`config.mk`:
```
export PLATFORM = sky130hd
export DESIGN_NAME = modified_utf8_to_utf16_decoder_unit
export DESIGN_NICKNAME = d
export VERILOG_FILES = /design/src/sv/mu8dec_pkg.sv /design/src/sv/mu8dec_core.sv /design/src/sv/modified_utf8_to_utf16_decoder_unit.sv
export SDC_FILE = /design/constraint.sdc
export NUM_CORES = 1
export LEC_CHECK = 0
export BUFFER_PORTS_ARGS = -buffer_cell sky130_fd_sc_hd__buf_4
export CAP_MARGIN = 20
export CORE_UTILIZATION = 66
export CTS_BUF_LIST = sky130_fd_sc_hd__clkbuf_4
export CTS_CLUSTER_SIZE = 24
export DETAILED_ROUTE_END_ITERATION = 8
export PLACE_DENSITY = 0.88
export SYNTH_ARGS = -nofsm -noshare
export SYNTH_HDL_FRONTEND = slang
export SYNTH_SLANG_ARGS = --single-unit
```
`constraint.sdc`:
```
create_clock -name clock -period 14.4 [get_ports clock]
set_input_delay 1.44 -clock clock [delete_from_list [all_inputs] [get_ports clock]]
set_output_delay 1.44 -clock clock [all_outputs]
set_load 0.02 [all_outputs]
```
`src/sv/mu8dec_pkg.sv`:
```
package mu8dec_pkg;

   // Width of the running count of nonzero units.
   localparam int COUNT_WIDTH = 16;

   // Result queue between the decoder and the response port.
   localparam int QUEUE_DEPTH = 4;
   localparam int QUEUE_PTR_WIDTH = $clog2(QUEUE_DEPTH);
   localparam int QUEUE_CNT_WIDTH = $clog2(QUEUE_DEPTH + 1);

   // Surrogate offsets.
   localparam logic [15:0] HIGH_SURROGATE_BASE = 16'hd7c0;
   localparam logic [5:0]  LOW_SURROGATE_TAG   = 6'b110111;

   typedef struct packed {
      logic [15:0] utf16_unit;
      logic        has_unit;
      logic [15:0] unit_count;
      logic        end_of_string;
      logic        truncated;
   } rsp_type;

   // Results produced by one byte: zero, one or two, first in r0.
   typedef struct packed {
      logic [1:0] num;
      rsp_type    r0;
      rsp_type    r1;
   } decode_type;

   // Report the count, saturated to 16 bits.
   function automatic logic [15:0] count_show(input logic [COUNT_WIDTH-1:0] cnt);
      logic [COUNT_WIDTH+15:0] wide;
      wide = {16'b0, cnt};
      if (wide > (COUNT_WIDTH + 16)'(16'hffff)) begin
         return 16'hffff;
      end
      return wide[15:0];
   endfunction

   // Count a unit if it is nonzero; hold at the maximum.
   function automatic logic [COUNT_WIDTH-1:0] count_bump(input logic [COUNT_WIDTH-1:0] cnt,
                                                         input logic [15:0] unit);
      if (unit != 16'h0000 && cnt != {COUNT_WIDTH{1'b1}}) begin
         return cnt + COUNT_WIDTH'(1);
      end
      return cnt;
   endfunction

endpackage

```
`src/sv/mu8dec_core.sv`:
```
module mu8dec_core (
   input  logic                    clock,
   input  logic                    reset,
   input  logic                    fire,
   input  logic [7:0]              in_byte,
   input  logic                    last_byte,
   output mu8dec_pkg::decode_type  dec
);

   logic [23:0]                        gathered_ff, gathered_in;
   logic [1:0]                         seq_len_ff, seq_len_in;
   logic [1:0]                         seen_ff, seen_in;
   logic [mu8dec_pkg::COUNT_WIDTH-1:0] count_ff, count_in;

   logic [1:0]                         len_m1;
   logic [7:0]                         b1, b2, b3;
   logic [21:0]                        cp;
   logic [15:0]                        hi, lo;
   logic [mu8dec_pkg::COUNT_WIDTH-1:0] cnt_hi, cnt_lo;
   mu8dec_pkg::decode_type             dec_c;

   always_comb begin
      gathered_in = gathered_ff;
      seq_len_in  = seq_len_ff;
      seen_in     = seen_ff;
      count_in    = count_ff;
      dec_c       = '0;
      b1          = 8'h00;
      b2          = 8'h00;
      b3          = 8'h00;
      hi          = 16'h0000;
      lo          = 16'h0000;

      // Length minus one of the open sequence, from the lead byte when none is open.
      if (seen_ff != 2'd0) begin
         len_m1 = seq_len_ff;
      end else if (!in_byte[7]) begin
         len_m1 = 2'd0;
      end else if (!in_byte[5]) begin
         len_m1 = 2'd1;
      end else if (!in_byte[4]) begin
         len_m1 = 2'd2;
      end else begin
         len_m1 = 2'd3;
      end

      // Pick out the bytes of the sequence.
      unique case (len_m1)
         2'd0: begin
            b1 = in_byte;
         end
         2'd1: begin
            b1 = gathered_ff[7:0];
            b2 = in_byte;
         end
         2'd2: begin
            b1 = gathered_ff[15:8];
            b2 = gathered_ff[7:0];
            b3 = in_byte;
         end
         default: begin
            b1 = gathered_ff[23:16];
            b2 = gathered_ff[15:8];
            b3 = gathered_ff[7:0];
         end
      endcase

      cp = {b1[3:0], b2[5:0], b3[5:0], in_byte[5:0]};

      unique case (len_m1)
         2'd0: hi = {8'h00, b1};
         2'd1: hi = {5'b0, b1[4:0], b2[5:0]};
         2'd2: hi = {b1[3:0], b2[5:0], b3[5:0]};
         default: begin
            hi = {4'b0, cp[21:10]} + mu8dec_pkg::HIGH_SURROGATE_BASE;
            lo = {mu8dec_pkg::LOW_SURROGATE_TAG, cp[9:0]};
         end
      endcase

      cnt_hi = mu8dec_pkg::count_bump(count_ff, hi);
      cnt_lo = mu8dec_pkg::count_bump(cnt_hi, lo);

      if (seen_ff < len_m1) begin
         // Sequence still open: gather the byte.
         gathered_in = {gathered_ff[15:0], in_byte};
         seq_len_in  = len_m1;
         seen_in     = seen_ff + 2'd1;
         if (last_byte) begin
            // String ended mid-sequence: drop the partial bytes, send a bare marker.
            dec_c.num              = 2'd1;
            dec_c.r0.unit_count    = mu8dec_pkg::count_show(count_ff);
            dec_c.r0.end_of_string = 1'b1;
            dec_c.r0.truncated     = 1'b1;
            gathered_in = '0;
            seq_len_in  = '0;
            seen_in     = '0;
            count_in    = '0;
         end
      end else begin
         gathered_in = '0;
         seq_len_in  = '0;
         seen_in     = '0;
         dec_c.r0.utf16_unit = hi;
         dec_c.r0.has_unit   = 1'b1;
         dec_c.r0.unit_count = mu8dec_pkg::count_show(cnt_hi);
         if (len_m1 == 2'd3) begin
            dec_c.num              = 2'd2;
            dec_c.r1.utf16_unit    = lo;
            dec_c.r1.has_unit      = 1'b1;
            dec_c.r1.unit_count    = mu8dec_pkg::count_show(cnt_lo);
            dec_c.r1.end_of_string = last_byte;
            count_in               = cnt_lo;
         end else begin
            dec_c.num              = 2'd1;
            dec_c.r0.end_of_string = last_byte;
            count_in               = cnt_hi;
         end
         if (last_byte) begin
            count_in = '0;
         end
      end
   end

   assign dec = dec_c;

   always_ff @(posedge clock) begin
      if (reset) begin
         gathered_ff <= '0;
         seq_len_ff  <= '0;
         seen_ff     <= '0;
         count_ff    <= '0;
      end else if (fire) begin
         gathered_ff <= gathered_in;
         seq_len_ff  <= seq_len_in;
         seen_ff     <= seen_in;
         count_ff    <= count_in;
      end
   end

endmodule

```
`src/sv/modified_utf8_to_utf16_decoder_unit.sv`:
```
// Modified UTF-8 to UTF-16 decoder.
//
// Request channel (req_*): one byte of the string per request, with
// req_last_byte marking the final byte. A request is taken at a clock edge
// where req_valid is high and req_stall is low.
// Response channel (rsp_*): one UTF-16 unit per response, with the running
// count of nonzero units, an end-of-string flag and a truncated flag. A byte
// that closes a four-byte sequence gives two responses (high surrogate, then
// low surrogate); a byte inside an open sequence gives none, unless it is the
// final byte, which then gives one bare end marker with truncated set.
//
// Throughput: one byte per cycle, sustained, as long as the receiver keeps up.
// Path: a request taken at a clock edge passes through the input register,
// then is decoded into the response queue, whose head drives the rsp_* ports
// directly. The four-entry response queue sets the rate: a byte is decoded
// when at least two entries are free.
// Stall: when rsp_stall is high the head response holds; once the queue
// cannot take two more results, req_stall rises and the input register holds.
// Reset: clears the open sequence, the running count and the queue.
module modified_utf8_to_utf16_decoder_unit (
   input  logic        clock,
   input  logic        reset,
   input  logic        req_valid,
   output logic        req_stall,
   input  logic [7:0]  req_in_byte,
   input  logic        req_last_byte,
   output logic        rsp_valid,
   input  logic        rsp_stall,
   output logic [15:0] rsp_utf16_unit,
   output logic        rsp_has_unit,
   output logic [15:0] rsp_unit_count,
   output logic        rsp_end_of_string,
   output logic        rsp_truncated
);

   localparam int PW = mu8dec_pkg::QUEUE_PTR_WIDTH;
   localparam int CW = mu8dec_pkg::QUEUE_CNT_WIDTH;

   // Input register.
   logic       in_valid_ff, in_valid_in;
   logic [7:0] in_byte_ff;
   logic       in_last_ff;

   // Response queue.
   mu8dec_pkg::rsp_type queue_ff [mu8dec_pkg::QUEUE_DEPTH];
   logic [PW-1:0]       wr_ptr_ff, wr_ptr_in;
   logic [PW-1:0]       rd_ptr_ff, rd_ptr_in;
   logic [CW-1:0]       q_count_ff, q_count_in;
   logic [PW-1:0]       wr_ptr_next;

   mu8dec_pkg::decode_type dec;
   mu8dec_pkg::rsp_type    head;
   logic                   advance;
   logic                   accept;
   logic                   pop;
   logic [CW-1:0]          push_num;

   // Decode only when the queue has room for the largest burst of two.
   assign advance   = in_valid_ff && (q_count_ff <= CW'(mu8dec_pkg::QUEUE_DEPTH - 2));
   assign req_stall = in_valid_ff && !advance;
   assign accept    = req_valid && !req_stall;
   assign pop       = rsp_valid && !rsp_stall;

   mu8dec_core u_core (
      .clock     (clock),
      .reset     (reset),
      .fire      (advance),
      .in_byte   (in_byte_ff),
      .last_byte (in_last_ff),
      .dec       (dec)
   );

   always_comb begin
      in_valid_in = in_valid_ff;
      if (!req_stall) begin
         // Take the next request, or drain the register.
         in_valid_in = req_valid;
      end
   end

   always_comb begin
      push_num    = advance ? CW'(dec.num) : '0;
      wr_ptr_next = wr_ptr_ff + PW'(1);
      wr_ptr_in   = wr_ptr_ff + PW'(push_num);
      rd_ptr_in   = pop ? rd_ptr_ff + PW'(1) : rd_ptr_ff;
      q_count_in  = q_count_ff + push_num - (pop ? CW'(1) : CW'(0));
   end

   always_ff @(posedge clock) begin
      if (reset) begin
         in_valid_ff <= 1'b0;
         wr_ptr_ff   <= '0;
         rd_ptr_ff   <= '0;
         q_count_ff  <= '0;
      end else begin
         in_valid_ff <= in_valid_in;
         wr_ptr_ff   <= wr_ptr_in;
         rd_ptr_ff   <= rd_ptr_in;
         q_count_ff  <= q_count_in;
      end
   end

   // Payload registers: no reset.
   always_ff @(posedge clock) begin
      if (accept) begin
         in_byte_ff <= req_in_byte;
         in_last_ff <= req_last_byte;
      end
      if (advance && dec.num != 2'd0) begin
         queue_ff[wr_ptr_ff] <= dec.r0;
      end
      if (advance && dec.num == 2'd2) begin
         queue_ff[wr_ptr_next] <= dec.r1;
      end
   end

   // Drive the response ports straight from the queue head.
   assign head              = queue_ff[rd_ptr_ff];
   assign rsp_valid         = (q_count_ff != '0);
   assign rsp_utf16_unit    = head.utf16_unit;
   assign rsp_has_unit      = head.has_unit;
   assign rsp_unit_count    = head.unit_count;
   assign rsp_end_of_string = head.end_of_string;
   assign rsp_truncated     = head.truncated;

endmodule
```
==> summary.md <==
| Metric | Value |
|---|---|
| Outcome | finished, final reports clean |
| Syn Nets | 1055 |
| CP required | 14.73 ns |
| Setup bufs post-CTS | 0 |
| Nets | 1057 |
| DIE AREA | 16800 um2 |
| P&R area growth vs syn | 6.50% |
| CP startpoint | u_core.seen_ff[0] |
| Sw Share | 34.3% |
| DR vias | 9158 |
| Max Slew Vio Count | 0 |
| Die Y | 130 um |
| Type of the worst setup path | flop to flop |
| IO Count | 50 |
| Port bufs | 49 |
| Syn Inst Count | 1032 |
| Post-DR vias/cell | 7.25 |
| Die Wd | 130 um |
| Clock transition at path regs | 0.15 ns |
| Crit path DAT | 6.83 ns |
| Slew HR | 15.8% |
| Initial antenna violation count | 1 |
| Clock share of power | 20.8% |
| PwrDens | 116 nW/um2 |
| CP Cell Sequence | inv_1, ha_1, and3b_4, or2_0, a221o_1, inv_2, ha_1, inv_1, a221oi_1, nand4_1, a211oi_2, nand3_2, o31a_1, xnor2_1, inv_1, ha_1, nand2_1, or2_2, mux2i_1, o2111ai_1, nor4_1, o21ai_0, nand2b_1, o221ai_1 |
| Post-DP HPWL | 21.0 mm |
| Clock skew | 0.0158 ns |
| Clock sink count | 195 |
| Int Pwr | 0.875 mW |
| ANT nets after route | 0 |
| Max Cap Violations | 0 |
| Min-delay worst type | flop to flop |
| 1st-iter DRT viols | 1599 |
| Rows | 46 |
| Logic pwr share | 30.1% |
| Root buffer cell | clkbuf_4 |
| #FFs+latches synth | 195 |
| Setup crit start kind | flop |
| Starting Density | 67.7% |
| Setup violations, final | 0 |
| Largest net degree at the start of global routing | 36 |
| Hold_buf cts | 0 |
| Setup crit end kind | flop |
| Worst skew pair latency | 0.61 ns |
| Main area contributors after synthesis | edfxtp_1, dfxtp_1, mux4_2 |
| Worst R2R Start | u_core.seen_ff[0] |
| Sequential share of power | 49.1% |
| Wire length per cell | 24.1 um |
| Placeable Area | 15900 um2 |
| Post_cts resized | 0 |
| First-pass GRT wire length | 46.7 mm |
| Total GRT Usage | 37.7% |
| Multi-input logic area | 5010 um2 |
| Maximum vdd ir drop | 0.0788 mV |
| Drt drc | 0 |
| Most common cell after layout, fill and taps aside | edfxtp_1 |
| Yosys cell types | 84 |
| Max Buffers Root-to-Sink | 2 |
| Slowest cell on crit path | nor4_1 |
| Fin. Hold Viols | 0 |
| Overall Power | 1.33 mW |
| Critical path buffers and inverters | 4 |
| P_sw | 0.457 mW |
| Leading area contributor after synthesis | edfxtp_1 |
| Worst-path maximum fanout | 21 |
| Fmax | 154 MHz |
| Share of cells above drive strength 1 | 16.1% |
| Drt first pass iters | 6 |
| Max incr delay on CP | 0.62 ns |
| Ys async rst share | 0% |
| Top delay family on crit path | compound AO/OA/AOI/OAI gates |
| Netlist Area Pre-Place | 10800 um2 |
| Most used cells in the layout excluding fill and tap cells | edfxtp_1, nand2_1, nor2_1 |
| Sequential fraction of the synthesis area | 49.4% |
| CTS H-tree lvls | 4 |
| Vias in the first global route | 8655 |
| Total gr overflow | 0 |
| Fillers | 1124 |
| CTS tree | built |
| Hold Startpoint | queue_ff[1][0] |
| Total number of yosys warnings | 0 |
| Syn Area/Cell | 10.4 um2 |
| Part of the cycle the worst path needs | 45.1% |
| Post-synth EDFFs | 141 |
| RSZ-0062 raised after global routing | no |
| Post-Route WL | 30.4 mm |
| Main synth FF type | edfxtp_1 |
| Area taken by flip-flops and latches | 5320 um2 |
| Setup_tns | 0 ns |
| LEAKAGE | 3.69 nW |
| Worst-Margin Slew | 1.26 ns |
| Routability congestion estimate | 0.978 |
| Num CTS Buffers | 17 |
| Crit path time final | 6.50 ns |
| Yosys top cell area share | 39.4% |
==> final timing paths <==
path	endpoint	slack, ns	cells past startpoint
min	queue_ff[1][0]	0.52	2
max	queue_ff[2][16]	7.90	24
min reg2reg	queue_ff[1][0]	0.52	2
max reg2reg	queue_ff[2][16]	7.90	24
==> worst register-to-register path, delay by kind of cell (launching register included) <==
kind | cells | cell delay (ns)
adders and majority gates | 3 | 0.77
xor gates and xnor gates | 1 | 0.26
and+or+nand+nor | 8 | 2.05
buffers and inverters | 4 | 0.33
AOI/OAI and AO/OA | 7 | 2.30
muxes | 1 | 0.18
DFF | 1 | 0.34
==> layer usage <==
layer / routed length (um) / track usage (%)
met1: 11000 / 49.4
met2: 13800 / 57.8
met3: 4380 / 10.8
met4: 1240 / 18.3
met5: 0 / 0
==> per-stage QoR <==
stage	utilization [%]	cell area (um2)	setup WS (ns)	cells	hold slack [ns]
4_1_cts	72.1	11500	8.07	1262	0.510
5_1_grt	72.1	11500	7.32	1263	0.534
2_1_floorplan	-	10800	8.89	1032	0.435
3_5_place_dp	70.5	11200	8.07	1231	0.475
3_3_place_gp	70.5	11200	8.39	1231	0.455
6_report	72.1	11500	7.90	1263	0.522
==> cells by family (layout without fill, tap and decap cells) <==
family	after synthesis	after routing	share of synthesized area, %
muxes	44	44	8.30
adders and majority gates	10	10	1.23
xor gates and xnor gates	31	31	2.59
and+or+nand+nor	349	349	15.4
AOI/OAI and AO/OA	295	295	19.0
other	0	1	0
buffers and inverters	108	122	4.04
DFF	195	195	49.4
==> flip-flops by register name, summed over array words and instances (netlist names), named ones only <==
signal              count
u_core.gathered_ff     16
wr_ptr_ff               2
u_core.count_ff        16
q_count_ff              3
u_core.seq_len_ff       2
rd_ptr_ff               2
in_byte_ff              8
in_last_ff              1
queue_ff              140
u_core.seen_ff          2
in_valid_ff             1
==> power groups by stage <==
| stage | clock network [mW] | logic [mW] | registers (mW) |
|---|---|---|---|
| 3_3_place_gp | 0 | 0.387 | 0.663 |
| 6_report | 0.277 | 0.401 | 0.654 |
| 4_1_cts | 0.275 | 0.400 | 0.653 |
| 2_1_floorplan | 0 | 0.274 | 0.654 |
| 3_5_place_dp | 0 | 0.398 | 0.666 |
| 5_1_grt | 0.296 | 0.427 | 0.657 |
==> cell usage after synthesis, types with 7 or more instances <==
master	instances
o21ai_0	78
ha_1	9
or3_1	7
o211ai_1	7
and2_1	15
xor2_1	14
a22oi_1	21
dfxtp_1	54
nor2b_1	9
a32o_1	12
nor4_1	7
o221ai_1	9
and3_1	12
nor2_1	98
nor3_1	22
mux4_2	36
a21oi_1	27
o22ai_1	43
inv_1	21
nand2b_1	10
nand3_1	31
o21ai_1	22
a22o_1	20
a31oi_1	7
xnor2_1	16
nand2_1	114
mux2i_1	7
buf_2	8
clkbuf_1	66
edfxtp_1	141
==> final cells by class <==
type	instances	area share, %
Clock inverter	14	1.08
Tap cell	216	2.36
Clock buffer	17	1.11
Inverter	22	0.721
Timing Repair Buffer	69	4.52
Multi-Input combinational cell	729	43.8
Antenna cell	1	0.0218
Sequential cell	195	46.4
Power figures use the tool's default switching activity.
